--- src/rtl/core/keypad_code_lock_core_defines.svh ---
// ----------------------------------------------------------------------------
// Keypad code lock assertion macros
// Shared assertion macros for the keypad code lock core. Each one is clocked
// on clk and disabled while arst_n is low.
// ----------------------------------------------------------------------------
`ifndef KEYPAD_CODE_LOCK_CORE_DEFINES_SVH
`define KEYPAD_CODE_LOCK_CORE_DEFINES_SVH

// A condition that must hold at every clock edge out of reset.
`define KCL_ASSERT_ALWAYS(label, cond, msg) \
	label: assert property (@(posedge clk) disable iff (!arst_n) (cond)) \
		else $error(msg);

// When the antecedent holds, the consequent must hold at the same edge.
`define KCL_ASSERT_IMPLY(label, ante, cons, msg) \
	label: assert property (@(posedge clk) disable iff (!arst_n) (ante) |-> (cons)) \
		else $error(msg);

`endif

--- src/rtl/core/kcl_pkg.sv ---
// ----------------------------------------------------------------------------
// Keypad code lock package
// Constants, codes and types shared by the keypad code lock modules.
// ----------------------------------------------------------------------------
package kcl_pkg;

	localparam int CODE_LENGTH = 7;
	localparam int TIMER_BITS = 20;

	localparam int CFG_W = 20;
	localparam int DIGIT_W = 4;
	localparam int OUT_DIGITS = 7;
	localparam int STORED_W = OUT_DIGITS * DIGIT_W;
	localparam int CNT_W = $clog2(CODE_LENGTH + 1);
	localparam int DIG_OUT_W = 3;
	localparam int CMP_W = (TIMER_BITS > CFG_W) ? TIMER_BITS : CFG_W;

	localparam logic [CFG_W-1:0] CFG_RESET_TICKS = CFG_W'(5000);
	localparam logic [DIGIT_W-1:0] KEY_CMD_FIRST = DIGIT_W'(10);
	localparam logic [DIGIT_W-1:0] KEY_CMD_LAST = DIGIT_W'(13);

	typedef logic [DIGIT_W-1:0] digit_t;
	typedef logic [TIMER_BITS-1:0] tmr_t;

	typedef enum logic [1:0] {
		OP_KEY  = 2'd0,
		OP_PROG = 2'd1,
		OP_TICK = 2'd2,
		OP_NOP  = 2'd3
	} op_t;

	typedef enum logic [1:0] {
		OUTC_NONE   = 2'd0,
		OUTC_ACCEPT = 2'd1,
		OUTC_REJECT = 2'd2,
		OUTC_STORED = 2'd3
	} outcome_t;

	typedef enum logic {
		CFG_CLEAR_TIMEOUT = 1'b0,
		CFG_UNLOCK_HOLD   = 1'b1
	} cfg_idx_t;

	// Control that every digit cell sees in the same cycle.
	typedef struct packed {
		logic shift_en;
		logic load_code;
	} cell_ctrl_t;

	typedef struct packed {
		outcome_t outcome;
		logic unlocked;
		logic in_program_mode;
		logic [DIG_OUT_W-1:0] digits_entered;
		logic echo_valid;
		logic echo_masked;
		digit_t echo_digit;
		logic entry_cleared;
		logic [STORED_W-1:0] stored_code;
	} result_t;

endpackage

--- src/rtl/core/keypad_code_lock_core.sv ---
// ----------------------------------------------------------------------------
// Keypad code lock core
// Collects keypad digits, checks them against a stored code, opens the lock
// for a hold time and lets a new code be programmed.
// ----------------------------------------------------------------------------
// Usage: each input beat (in_valid/in_ready) carries one item: a keypad
// sample, a program-button event or a time tick. Every accepted beat yields
// exactly one result beat (out_valid/out_ready) holding the outcome and the
// status after that item. Two timeout registers are written through the
// cfg_we/cfg_index/cfg_wdata port; the user must write them only while the
// block is idle, which the block does not enforce. Each result is held in
// the output register, or in the skid register behind it while that one is
// full. Throughput is one item per cycle while in_ready is high, set by the
// single update of the control registers and the digit chain per accepted
// beat. A stalled receiver does not stall the input until both are full;
// in_ready then drops and comes back in the cycle after the receiver takes
// a beat. Reset clears the stored code to all zeros, closes the lock, leaves
// program mode, empties the entry and sets both timeouts to 5000 ticks.
// ----------------------------------------------------------------------------
`include "keypad_code_lock_core_defines.svh"

module keypad_code_lock_core (
	input  logic                          clk,
	input  logic                          arst_n,
	// Configuration write port.
	input  logic                          cfg_we,
	input  logic                          cfg_index,
	input  logic [kcl_pkg::CFG_W-1:0]     cfg_wdata,
	// Input channel.
	input  logic                          in_valid,
	output logic                          in_ready,
	input  logic [1:0]                    opcode,
	input  logic                          key_down,
	input  logic [3:0]                    key_value,
	// Result channel.
	output logic                          out_valid,
	input  logic                          out_ready,
	output logic [1:0]                    outcome,
	output logic                          unlocked,
	output logic                          in_program_mode,
	output logic [2:0]                    digits_entered,
	output logic                          echo_valid,
	output logic                          echo_masked,
	output logic [3:0]                    echo_digit,
	output logic                          entry_cleared,
	output logic [kcl_pkg::STORED_W-1:0]  stored_code_out
);
	import kcl_pkg::*;

	localparam tmr_t TMR_MAX = '1;
	localparam tmr_t TMR_ONE = TIMER_BITS'(1);

	// Saturating tick counter increment.
	function automatic tmr_t bump(input tmr_t c);
		return (c == TMR_MAX) ? c : c + TMR_ONE;
	endfunction

	// Configuration registers.
	logic [CFG_W-1:0] clear_timeout_q;
	logic [CFG_W-1:0] unlock_hold_q;

	// Control state.
	logic [CNT_W-1:0] entry_count_q, entry_count_d;
	logic key_was_down_q, key_was_down_d;
	logic program_mode_q, program_mode_d;
	logic open_q, open_d;
	tmr_t hold_q, hold_d;
	tmr_t idle_q, idle_d;
	logic idle_run_q, idle_run_d;

	logic accept;
	op_t op;
	logic is_cmd_key;
	tmr_t hold_inc;
	tmr_t idle_inc;
	cell_ctrl_t ctrl_raw;
	cell_ctrl_t cell_ctrl;
	result_t res_d;
	result_t res_q;

	// Digit chain wiring. Cell CODE_LENGTH-1 takes the key; every other cell
	// takes its upper neighbor's entry, so after a full entry cell 0 holds
	// the first digit typed.
	digit_t entry_vec [CODE_LENGTH];
	digit_t shift_vec [CODE_LENGTH];
	digit_t code_vec [CODE_LENGTH];
	logic match_vec [CODE_LENGTH+1];
	logic [STORED_W-1:0] stored_packed;

	assign accept = in_valid && in_ready;
	assign op = op_t'(opcode);
	assign is_cmd_key = (key_value >= KEY_CMD_FIRST) && (key_value <= KEY_CMD_LAST);
	assign hold_inc = bump(hold_q);
	assign idle_inc = bump(idle_q);
	assign match_vec[0] = 1'b1;

	genvar gi;
	generate
		for (gi = 0; gi < CODE_LENGTH; gi++) begin : g_cell
			if (gi == CODE_LENGTH - 1) begin : g_top
				assign shift_vec[gi] = key_value;
			end else begin : g_mid
				assign shift_vec[gi] = entry_vec[gi+1];
			end

			kcl_digit_cell u_cell (
				.clk       (clk),
				.arst_n    (arst_n),
				.ctrl      (cell_ctrl),
				.shift_in  (shift_vec[gi]),
				.match_in  (match_vec[gi]),
				.entry_q   (entry_vec[gi]),
				.match_out (match_vec[gi+1]),
				.code_nxt  (code_vec[gi])
			);
		end

		// Only the first seven digits of the code fit the status field.
		for (gi = 0; gi < OUT_DIGITS; gi++) begin : g_pack
			if (gi < CODE_LENGTH) begin : g_used
				assign stored_packed[gi*DIGIT_W +: DIGIT_W] = code_vec[gi];
			end else begin : g_pad
				assign stored_packed[gi*DIGIT_W +: DIGIT_W] = '0;
			end
		end
	endgenerate

	// Next-state logic for one item. This state moves only on an accepted beat.
	always_comb begin
		entry_count_d = entry_count_q;
		key_was_down_d = key_was_down_q;
		program_mode_d = program_mode_q;
		open_d = open_q;
		hold_d = hold_q;
		idle_d = idle_q;
		idle_run_d = idle_run_q;
		ctrl_raw = '0;
		res_d = '0;
		res_d.outcome = OUTC_NONE;

		case (op)
			OP_KEY: begin
				if (!key_down) begin
					key_was_down_d = 1'b0;
				end else begin
					// Any held key restarts the idle timer outside program mode.
					if (!program_mode_q) begin
						idle_d = '0;
						idle_run_d = 1'b1;
					end
					// A new press of a digit key; command keys leave the
					// press flag alone so a following digit still counts.
					if (!key_was_down_q && !is_cmd_key) begin
						ctrl_raw.shift_en = 1'b1;
						key_was_down_d = 1'b1;
						res_d.echo_valid = 1'b1;
						res_d.echo_masked = !program_mode_q;
						res_d.echo_digit = key_value;
						if (entry_count_q == CNT_W'(CODE_LENGTH - 1)) begin
							entry_count_d = '0;
							if (program_mode_q) begin
								ctrl_raw.load_code = 1'b1;
								program_mode_d = 1'b0;
								res_d.outcome = OUTC_STORED;
							end else if (match_vec[CODE_LENGTH]) begin
								// A correct code while open restarts the hold.
								open_d = 1'b1;
								hold_d = '0;
								res_d.outcome = OUTC_ACCEPT;
							end else begin
								res_d.outcome = OUTC_REJECT;
							end
						end else begin
							entry_count_d = entry_count_q + CNT_W'(1);
						end
					end
				end
			end
			OP_PROG: begin
				if (!program_mode_q) begin
					program_mode_d = 1'b1;
					entry_count_d = '0;
					idle_run_d = 1'b0;
					idle_d = '0;
				end
			end
			OP_TICK: begin
				if (open_q) begin
					if (CMP_W'(hold_inc) >= CMP_W'(unlock_hold_q)) begin
						open_d = 1'b0;
						hold_d = '0;
					end else begin
						hold_d = hold_inc;
					end
				end
				// The idle timer is one-shot: it stops when it expires.
				if (idle_run_q && !program_mode_q) begin
					if (CMP_W'(idle_inc) >= CMP_W'(clear_timeout_q)) begin
						idle_run_d = 1'b0;
						idle_d = '0;
						if (entry_count_q != '0) begin
							entry_count_d = '0;
							res_d.entry_cleared = 1'b1;
						end
					end else begin
						idle_d = idle_inc;
					end
				end
			end
			default: begin
				// Opcode three only reports status.
			end
		endcase

		res_d.unlocked = open_d;
		res_d.in_program_mode = program_mode_d;
		res_d.digits_entered = DIG_OUT_W'(entry_count_d);
		res_d.stored_code = stored_packed;
	end

	assign cell_ctrl = accept ? ctrl_raw : '0;

	always_ff @(posedge clk or negedge arst_n) begin
		if (!arst_n) begin
			clear_timeout_q <= CFG_RESET_TICKS;
			unlock_hold_q <= CFG_RESET_TICKS;
		end else if (cfg_we) begin
			case (cfg_idx_t'(cfg_index))
				CFG_CLEAR_TIMEOUT: clear_timeout_q <= cfg_wdata;
				CFG_UNLOCK_HOLD: unlock_hold_q <= cfg_wdata;
				default: begin
				end
			endcase
		end
	end

	always_ff @(posedge clk or negedge arst_n) begin
		if (!arst_n) begin
			entry_count_q <= '0;
			key_was_down_q <= 1'b0;
			program_mode_q <= 1'b0;
			open_q <= 1'b0;
			hold_q <= '0;
			idle_q <= '0;
			idle_run_q <= 1'b0;
		end else if (accept) begin
			entry_count_q <= entry_count_d;
			key_was_down_q <= key_was_down_d;
			program_mode_q <= program_mode_d;
			open_q <= open_d;
			hold_q <= hold_d;
			idle_q <= idle_d;
			idle_run_q <= idle_run_d;
		end
	end

	kcl_result_buf u_result_buf (
		.clk       (clk),
		.arst_n    (arst_n),
		.push      (accept),
		.push_data (res_d),
		.in_ready  (in_ready),
		.out_valid (out_valid),
		.out_ready (out_ready),
		.head_q    (res_q)
	);

	assign outcome = res_q.outcome;
	assign unlocked = res_q.unlocked;
	assign in_program_mode = res_q.in_program_mode;
	assign digits_entered = res_q.digits_entered;
	assign echo_valid = res_q.echo_valid;
	assign echo_masked = res_q.echo_masked;
	assign echo_digit = res_q.echo_digit;
	assign entry_cleared = res_q.entry_cleared;
	assign stored_code_out = res_q.stored_code;

	// The skid register only fills behind a full output register.
	`KCL_ASSERT_IMPLY(a_skid_behind_head, !in_ready, out_valid, "skid full with output empty")
	// An accepted code always leaves the lock open in the same result.
	`KCL_ASSERT_IMPLY(a_accept_opens, out_valid && (outcome == OUTC_ACCEPT), unlocked, "accepted code but lock closed")
	// Storing a code ends program mode and empties the entry.
	`KCL_ASSERT_IMPLY(a_store_exits, out_valid && (outcome == OUTC_STORED), !in_program_mode && (digits_entered == '0), "code stored but entry or mode left over")
	// Program mode keeps the idle timer stopped.
	`KCL_ASSERT_ALWAYS(a_idle_stopped, !(program_mode_q && idle_run_q), "idle timer running in program mode")

endmodule

--- src/rtl/core/kcl_digit_cell.sv ---
// ----------------------------------------------------------------------------
// Keypad code lock digit cell
// One position of the code: the entered digit, the stored digit and one link
// of the match chain.
// ----------------------------------------------------------------------------
module kcl_digit_cell (
	input  logic               clk,
	input  logic               arst_n,
	input  kcl_pkg::cell_ctrl_t ctrl,
	input  kcl_pkg::digit_t    shift_in,
	input  logic               match_in,
	output kcl_pkg::digit_t    entry_q,
	output logic               match_out,
	output kcl_pkg::digit_t    code_nxt
);
	import kcl_pkg::*;

	digit_t code_q;

	// The digit arriving from the neighbor is this position's digit once the
	// current key has been shifted in, so it is what gets compared or stored.
	assign match_out = match_in && (shift_in == code_q);
	assign code_nxt = ctrl.load_code ? shift_in : code_q;

	always_ff @(posedge clk) begin
		if (ctrl.shift_en) begin
			entry_q <= shift_in;
		end
	end

	always_ff @(posedge clk or negedge arst_n) begin
		if (!arst_n) begin
			code_q <= '0;
		end else begin
			code_q <= code_nxt;
		end
	end

endmodule

--- src/rtl/core/kcl_result_buf.sv ---
// ----------------------------------------------------------------------------
// Keypad code lock result buffer
// Two-entry output buffer: an output register and a skid register, so the
// input side keeps taking beats while a result waits.
// ----------------------------------------------------------------------------
module kcl_result_buf (
	input  logic             clk,
	input  logic             arst_n,
	input  logic             push,
	input  kcl_pkg::result_t push_data,
	output logic             in_ready,
	output logic             out_valid,
	input  logic             out_ready,
	output kcl_pkg::result_t head_q
);
	import kcl_pkg::*;

	result_t skid_q;
	logic head_v_q;
	logic skid_v_q;
	logic pop;
	logic head_load;

	assign pop = head_v_q && out_ready;
	assign head_load = !head_v_q || pop;
	assign in_ready = !skid_v_q;
	assign out_valid = head_v_q;

	always_ff @(posedge clk or negedge arst_n) begin
		if (!arst_n) begin
			head_v_q <= 1'b0;
			skid_v_q <= 1'b0;
		end else if (head_load) begin
			head_v_q <= skid_v_q || push;
			skid_v_q <= 1'b0;
		end else if (push) begin
			skid_v_q <= 1'b1;
		end
	end

	always_ff @(posedge clk) begin
		if (head_load) begin
			head_q <= skid_v_q ? skid_q : push_data;
		end else if (push) begin
			skid_q <= push_data;
		end
	end

endmodule

--- config.mk ---
export PLATFORM = sky130hd
export DESIGN_NAME = keypad_code_lock_core
export DESIGN_NICKNAME = d
export VERILOG_FILES = /design/src/rtl/core/kcl_pkg.sv /design/src/rtl/core/keypad_code_lock_core.sv /design/src/rtl/core/kcl_digit_cell.sv /design/src/rtl/core/kcl_result_buf.sv
export VERILOG_INCLUDE_DIRS = /design/src /design/src/rtl/core
export SDC_FILE = /design/constraint.sdc
export NUM_CORES = 1
export LEC_CHECK = 0
export ABC_CLOCK_PERIOD_IN_PS = 4880
export BUFFER_PORTS_ARGS = -buffer_cell sky130_fd_sc_hd__buf_2
export CORE_MARGIN = 8
export CORE_UTILIZATION = 40
export CTS_CLUSTER_DIAMETER = 60
export DETAILED_ROUTE_END_ITERATION = 8
export GPL_TIMING_DRIVEN = 0
export PLACE_DENSITY_LB_ADDON = 0.12
export REMOVE_ABC_BUFFERS = 1
export SLEW_MARGIN = 0
export SYNTH_ARGS = -nofsm -noshare
export SYNTH_HDL_FRONTEND = slang
export SYNTH_SLANG_ARGS = --single-unit
--- constraint.sdc ---
create_clock -name clk -period 4.88 [get_ports clk]
set_input_delay 0.732 -clock clk [delete_from_list [all_inputs] [get_ports clk]]
set_output_delay 0.732 -clock clk [all_outputs]
set_load 0.05 [all_outputs]
; ---- Word level (Yosys, flattened, before mapping)
; Cells that the tools add are included.
[word_totals]
wordCells = 175
output_inout_bits = 44
ff_bits = 225
in_bits = 33
[op_classes]
n_lt_le_gt_ge = 4
bitwise_logic = 2
n_mux = 72
add_sub_neg = 3
n_reduce_logical = 30
eq_ne = 22
[ops]
columns = operator, count
row1 = 20-bit two-way mux, 13
row2 = 20-bit case mux with 3 select lines, 1
row3 = 42-bit two-way mux, 1
row4 = "20-bit by 1-bit adder with 20-bit output, second input constant", 2
row5 = "20-bit == test, second input constant", 2
row6 = 20-bit greater-or-equal comparator, 2
row7 = 20-bit case mux with 2 select lines, 1
row8 = 4-bit == test, 7
row9 = 4-bit two-way mux, 7
row10 = 1-bit two-way mux, 25
row11 = 3-bit two-way mux, 7
row12 = 2-bit two-way mux, 10
row13 = 6-bit two-way mux, 3
row14 = "2-bit != test, second input constant", 8
row15 = 1-bit logical AND, 11
row16 = 3-bit case mux with 3 select lines, 1
row17 = 8-bit AND reduction, 1
row18 = 7-bit AND reduction, 1
row19 = 2-bit AND reduction, 3
row20 = 3-bit nonzero test, 2
row21 = 1-bit zero test, 5
row22 = "4-bit greater-or-equal comparator, second input constant", 1
row23 = "4-bit <= comparator, second input constant", 1
row24 = "2-bit by 1-bit != test with 1-bit output, second input constant", 2
row25 = other kinds (12), 16

; ---- Longest topological paths before layout
[logic_depth]
word_depth = 14
mapped_depth = 16
depth_no_buf = 15

; ---- Modules after synthesis
; From an unflattened synthesis, not the netlist that was laid out.
[unflattened]
cells_unflattened = 975
area_unflattened_um2 = 11519.8
[modules_own_cells]
columns = mod, cells_per_inst, area_per_inst_um2, n_inst
row1 = keypad_code_lock_core, 674, 5934.4, 1
row2 = kcl_result_buf, 140, 3308.2, 1
row3 = kcl_digit_cell, 23, 325.3, 7

; ---- Worst setup path after synthesis
; OpenSTA, ideal clock, no wires.
[synth_path]
path_kind = input -> register
startpoint = in out_ready
endpoint = reg u_result_buf.skid_q[0] in the netlist's numbering, enable pin
slack_ns = 0.728
n_path_buf = 0
cell_stages = 2
arrival_time_ns = 3.711
path_cell_list = nand2b_1 -> nor2_1
[synth_via]
elab_chain_cells = 4
[synth_rtl]
columns = item, line
row1 = start: declaration, keypad_code_lock_core.sv:37  ; input logic out_ready,
row2 = 1-bit logical AND, kcl_result_buf.sv:24  ; assign pop = head_v_q && out_ready;
row3 = 1-bit logical OR, kcl_result_buf.sv:25  ; assign head_load = !head_v_q || pop;
row4 = 1-bit inverter (no source line), -
row5 = 2-bit AND reduction (no source line), -
row6 = end signal: assignment, kcl_result_buf.sv:45  ; skid_q <= push_data;
row7 = end: declaration, kcl_result_buf.sv:18  ; result_t skid_q;
; Every way passes these cells.
; A chain may end at the register's enable or synchronous reset.

; ---- Worst setup path after layout
[layout_path]
startpoint = reg idle_q[4]
endpoint = reg u_result_buf.head_q[35] in the netlist's numbering, data pin
[layout_via]
elab_chain_cells = 7
word_cells_on_any_way = 8
[layout_rtl]
columns = item, line
row1 = start: declaration, keypad_code_lock_core.sv:68  ; tmr_t idle_q, idle_d;
row2 = start signal: assignment, keypad_code_lock_core.sv:252  ; idle_q <= idle_d;
row3 = 20-bit by 1-bit adder with 20-bit output / 20-bit == test (equally long branches), keypad_code_lock_core.sv:55  ; return (c == TMR_MAX) ? c : c + TMR_ONE;
row4 = 20-bit two-way mux (*), keypad_code_lock_core.sv:55
row5 = 20-bit greater-or-equal comparator (*), keypad_code_lock_core.sv:198  ; if (CMP_W'(idle_inc) >= CMP_W'(clear_timeout_q)) begin
row6 = 3-bit two-way mux (*), keypad_code_lock_core.sv:198
row7 = 3-bit two-way mux (*), keypad_code_lock_core.sv:197  ; if (idle_run_q && !program_mode_q) begin
row8 = 3-bit case mux with 3 select lines (*), keypad_code_lock_core.sv:141  ; case (op)
row9 = 42-bit two-way mux (*), kcl_result_buf.sv:43  ; head_q <= skid_v_q ? skid_q : push_data;
row10 = end signal: assignment, kcl_result_buf.sv:43
row11 = end: declaration, kcl_result_buf.sv:14  ; output kcl_pkg::result_t head_q
; Mark *: on every way between the ends. The rest lies on a longest branch, timed or not.

==> metrics.yaml <==
run_status:
  status: "finished, final reports clean"
setup_path:
  cpLargestDelayFamily: "simple AND/OR/NAND/NOR gates"
  cp_cell_sequence: "nand4_1 -> nor2_1 -> nand4_1 -> nor3_1 -> nor4b_1 -> xor2_1 -> ha_1 -> nand4_1 -> nor2_1 -> a211oi_1 -> o2bb2ai_2 -> nor2_1 -> o221a_2 -> o22a_1"
  path_buf_inv: 0
  worstPathArrival_ns: 4.77
  path_max_fanout: 15
  cp_data_required_time_ns: 5.15
  start_kind: "flop"
  crit_type: "reg2reg"
  slowest_delay_ns: 0.68
  slowest_stage: "o2bb2ai_2"
  cp-end-kind: "flop"
grt:
  grt_pass1_wl_um: 40000
  grt_antenna_before_repair: 0
  overflow: 0
  grt_use_total_pct: 14.6
  grt_max_degree: 62
  grt_pass1_vias: 7376
logic_synthesis:
  syn_inst: 950
  synth_edf_count: 108
  synthFlopType: "edfxtp_1"
  synth-seq-area-share_pct: 55.5
  netlist_area_um2: 11100
  synth_top_cells_by_count: "108 x edfxtp_1, 107 x dfrtp_1, 81 x nand2_1"
  yosysTopAreaCell: "edfxtp_1"
  syn_area_per_cell_um2: 11.7
  synth-seq-cells: 225
  yosysWarnings: 0
  yosys.area.top_type_share_pct: 29.1
  synthTopCellsByArea: "edfxtp_1 29%, dfrtp_1 24%, ha_1 5.2%, mux2_2 4.7%, xnor2_1 2.8%"
  synth_cell_types: 63
  yosysMostFrequentCell: "edfxtp_1"
  synth-async-reset-ratio_pct: 52.0
drt:
  vias_per_cell: 5.21
  first_pass_iters: 5
  wl_um: 24600
  drt-initial-drc-count: 350
  vias: 7411
  ant_nets: 0
  wl_per_cell_um: 17.3
  drc_errors: 0
pwr:
  p_int_uw: 3290
  comb_power_share_pct: 11.9
  p_seq_share_pct: 48.4
  p_total_uw: 4480
  netSwitchingPower_uw: 1180
  p_leak_uw: 0.00554
  p_per_area_nw_per_um2: 348
  clkPwrFrac_pct: 39.7
  swShare_pct: 26.5
  peakVddDrop_v: 0.000266
timing:
  setup_viol: 0
  rsz0062_at_grt: "no"
  hold_viol: 0
  fin_crit_sh_pct: 92.4
  slew_violations: 0
  maxSlewHeadroom_pct: 16.2
  finClkSkew_ns: 0.0266
  hold_ws_ns: 0.189
  worst-slew-pin-transition_ns: 1.24
  fmax_mhz: 222
  fin_crit_ns: 4.51
place:
  io_buffer_count: 76
  place.gp.congestion: 0.804
  place_area_um2: 12000
  dpl.hpwl_um: 17300
  placed_cells: 1371
clock_network:
  cts_hold_buf: 0
  clk_path_buf_depth: 3
  cts_tree: "yes"
  cts_buffers: 26
  cts.htree.levels: 1
  worstSkewPairLatency_ns: 0.54
  clkSinkCount: 225
  cts.clk_slew.worst_paths_ns: 0.06
  clockRootBuffer: "clkbuf_16"
finish:
  drive_gt1_share_pct: 21.2
  design_area_um2: 12900
  instances_no_fill: 1422
  diodes: 0
  num-fill-cells: 2591
  finalNetCount: 1103
  regArea_um2: 6180
  area_growth_pct: 15.6
  multi_input_area_um2: 4630
job:
  maxCapViolations: 0
floorplanning:
  initial_core_util_pct: 40.3
  core_region_area_um2: 27600
  dieArea_um2: 33400
  die_h_um: 183
  rows: 61
  io_pins: 77
  die_w_um: 183
hold_path:
  hp-class: "in2async"
-- registers in the layout, summed over array words and instances (netlist names), 3 cells and up --
register               flops
g_cell.u_cell.entry_q     24
u_result_buf.skid_q       42
entry_count_q              3
hold_q                    20
u_result_buf.head_q       42
idle_q                    20
unlock_hold_q             20
clear_timeout_q           20
g_cell.u_cell.code_q      28
-- cell usage in the layout, fill, tap and decap left out, drive strengths merged, types with 11 or more instances in the layout --
cell type  count
nand3         21
ha            46
xor2          21
a21oi         42
dfrtp        107
nor2          65
nor3          22
nand2         81
and3          11
inv           51
clkinv        12
xnor2         35
nand4         19
mux2          86
clkbuf        33
buf           88
edfxtp       108
o21ai         47
o31ai         20
-- power by group through the flow --
stage / Sequential, µW / Clock (µW) / Combinational [µW]
final: 2170 / 1780 / 535
after global placement: 2210 / 0 / 519
after global routing: 2180 / 1900 / 597
after CTS: 2170 / 1840 / 544
after detailed placement: 2200 / 0 / 540
after floorplan: 2310 / 0 / 252
-- what timing repair did --
item / CTS / global route
hold endpoints to repair: 0 / 0
endpoints found under the setup margin: 10 / 41
setup buffers: 0 / 3
resized for setup: 1 / 6
pin swaps: 0 / 0
-- per-layer routing --
metal  global-route usage [%]  up-vias  share of wire [%]
met4                     3.25        0                1.7
met5                        0        -                  0
met2                     23.6      148                 45
met3                     2.18       29                4.5
li1                         -     3611                  -
met1                     20.7     3623                 48
-- final timing paths --
path                            slack (ns)                                     to                                  start  cells after the start
worst max register to register        0.37      u_result_buf.head_q[35]$_DFFE_PN_                  idle_q[4]$_DFFE_PN0P_                     14
min in group clk                      0.44        clear_timeout_q[13]$_DFFE_PN0P_                          cfg_wdata[13]                      3
worst min register to register        0.49  g_cell[5].u_cell.entry_q[3]$_DFFE_PP_  g_cell[6].u_cell.entry_q[3]$_DFFE_PP_                      0
max in group asynchronous             3.91          unlock_hold_q[12]$_DFFE_PN1P_                                 arst_n                      2
worst min-delay path                  0.19     u_result_buf.out_valid$_DFFE_PN0N_                                 arst_n                      1
worst max-delay path                  0.37      u_result_buf.head_q[35]$_DFFE_PN_                  idle_q[4]$_DFFE_PN0P_                     14
-- final cells by class --
type | count | area share (%)
Clock buffer | 33 | 5.34
Clock inverter | 15 | 0.778
Inverter | 49 | 1.43
Multi-Input combinational cell | 634 | 36.0
Sequential cell | 225 | 48.0
Tap cell | 378 | 3.67
Timing Repair Buffer | 88 | 4.79
-- kinds of logic after synthesis --
logic type | after synthesis | share of synthesized area [%]
AOI/OAI and AO/OA | 174 | 10.1
xor gates and xnor gates | 56 | 4.40
adders and majority gates | 46 | 5.17
buffers and inverters | 91 | 3.44
DFF | 225 | 55.5
muxes | 89 | 9.64
and+or+nand+nor | 269 | 11.7
-- through the flow --
stage | utilization (%) | TNS (ns) | setup WS, ns
6_report | 46.6 | 0 | 0.372
5_1_grt | 46.6 | 0 | 0.0423
4_1_cts | 46.3 | 0 | 0.00743
3_5_place_dp | 43.5 | -0.812 | -0.167
3_3_place_gp | 42.7 | -81.04 | -1.40
2_1_floorplan | - | 0 | 0.485
Note: power is estimated with default switching activity, not from simulation.
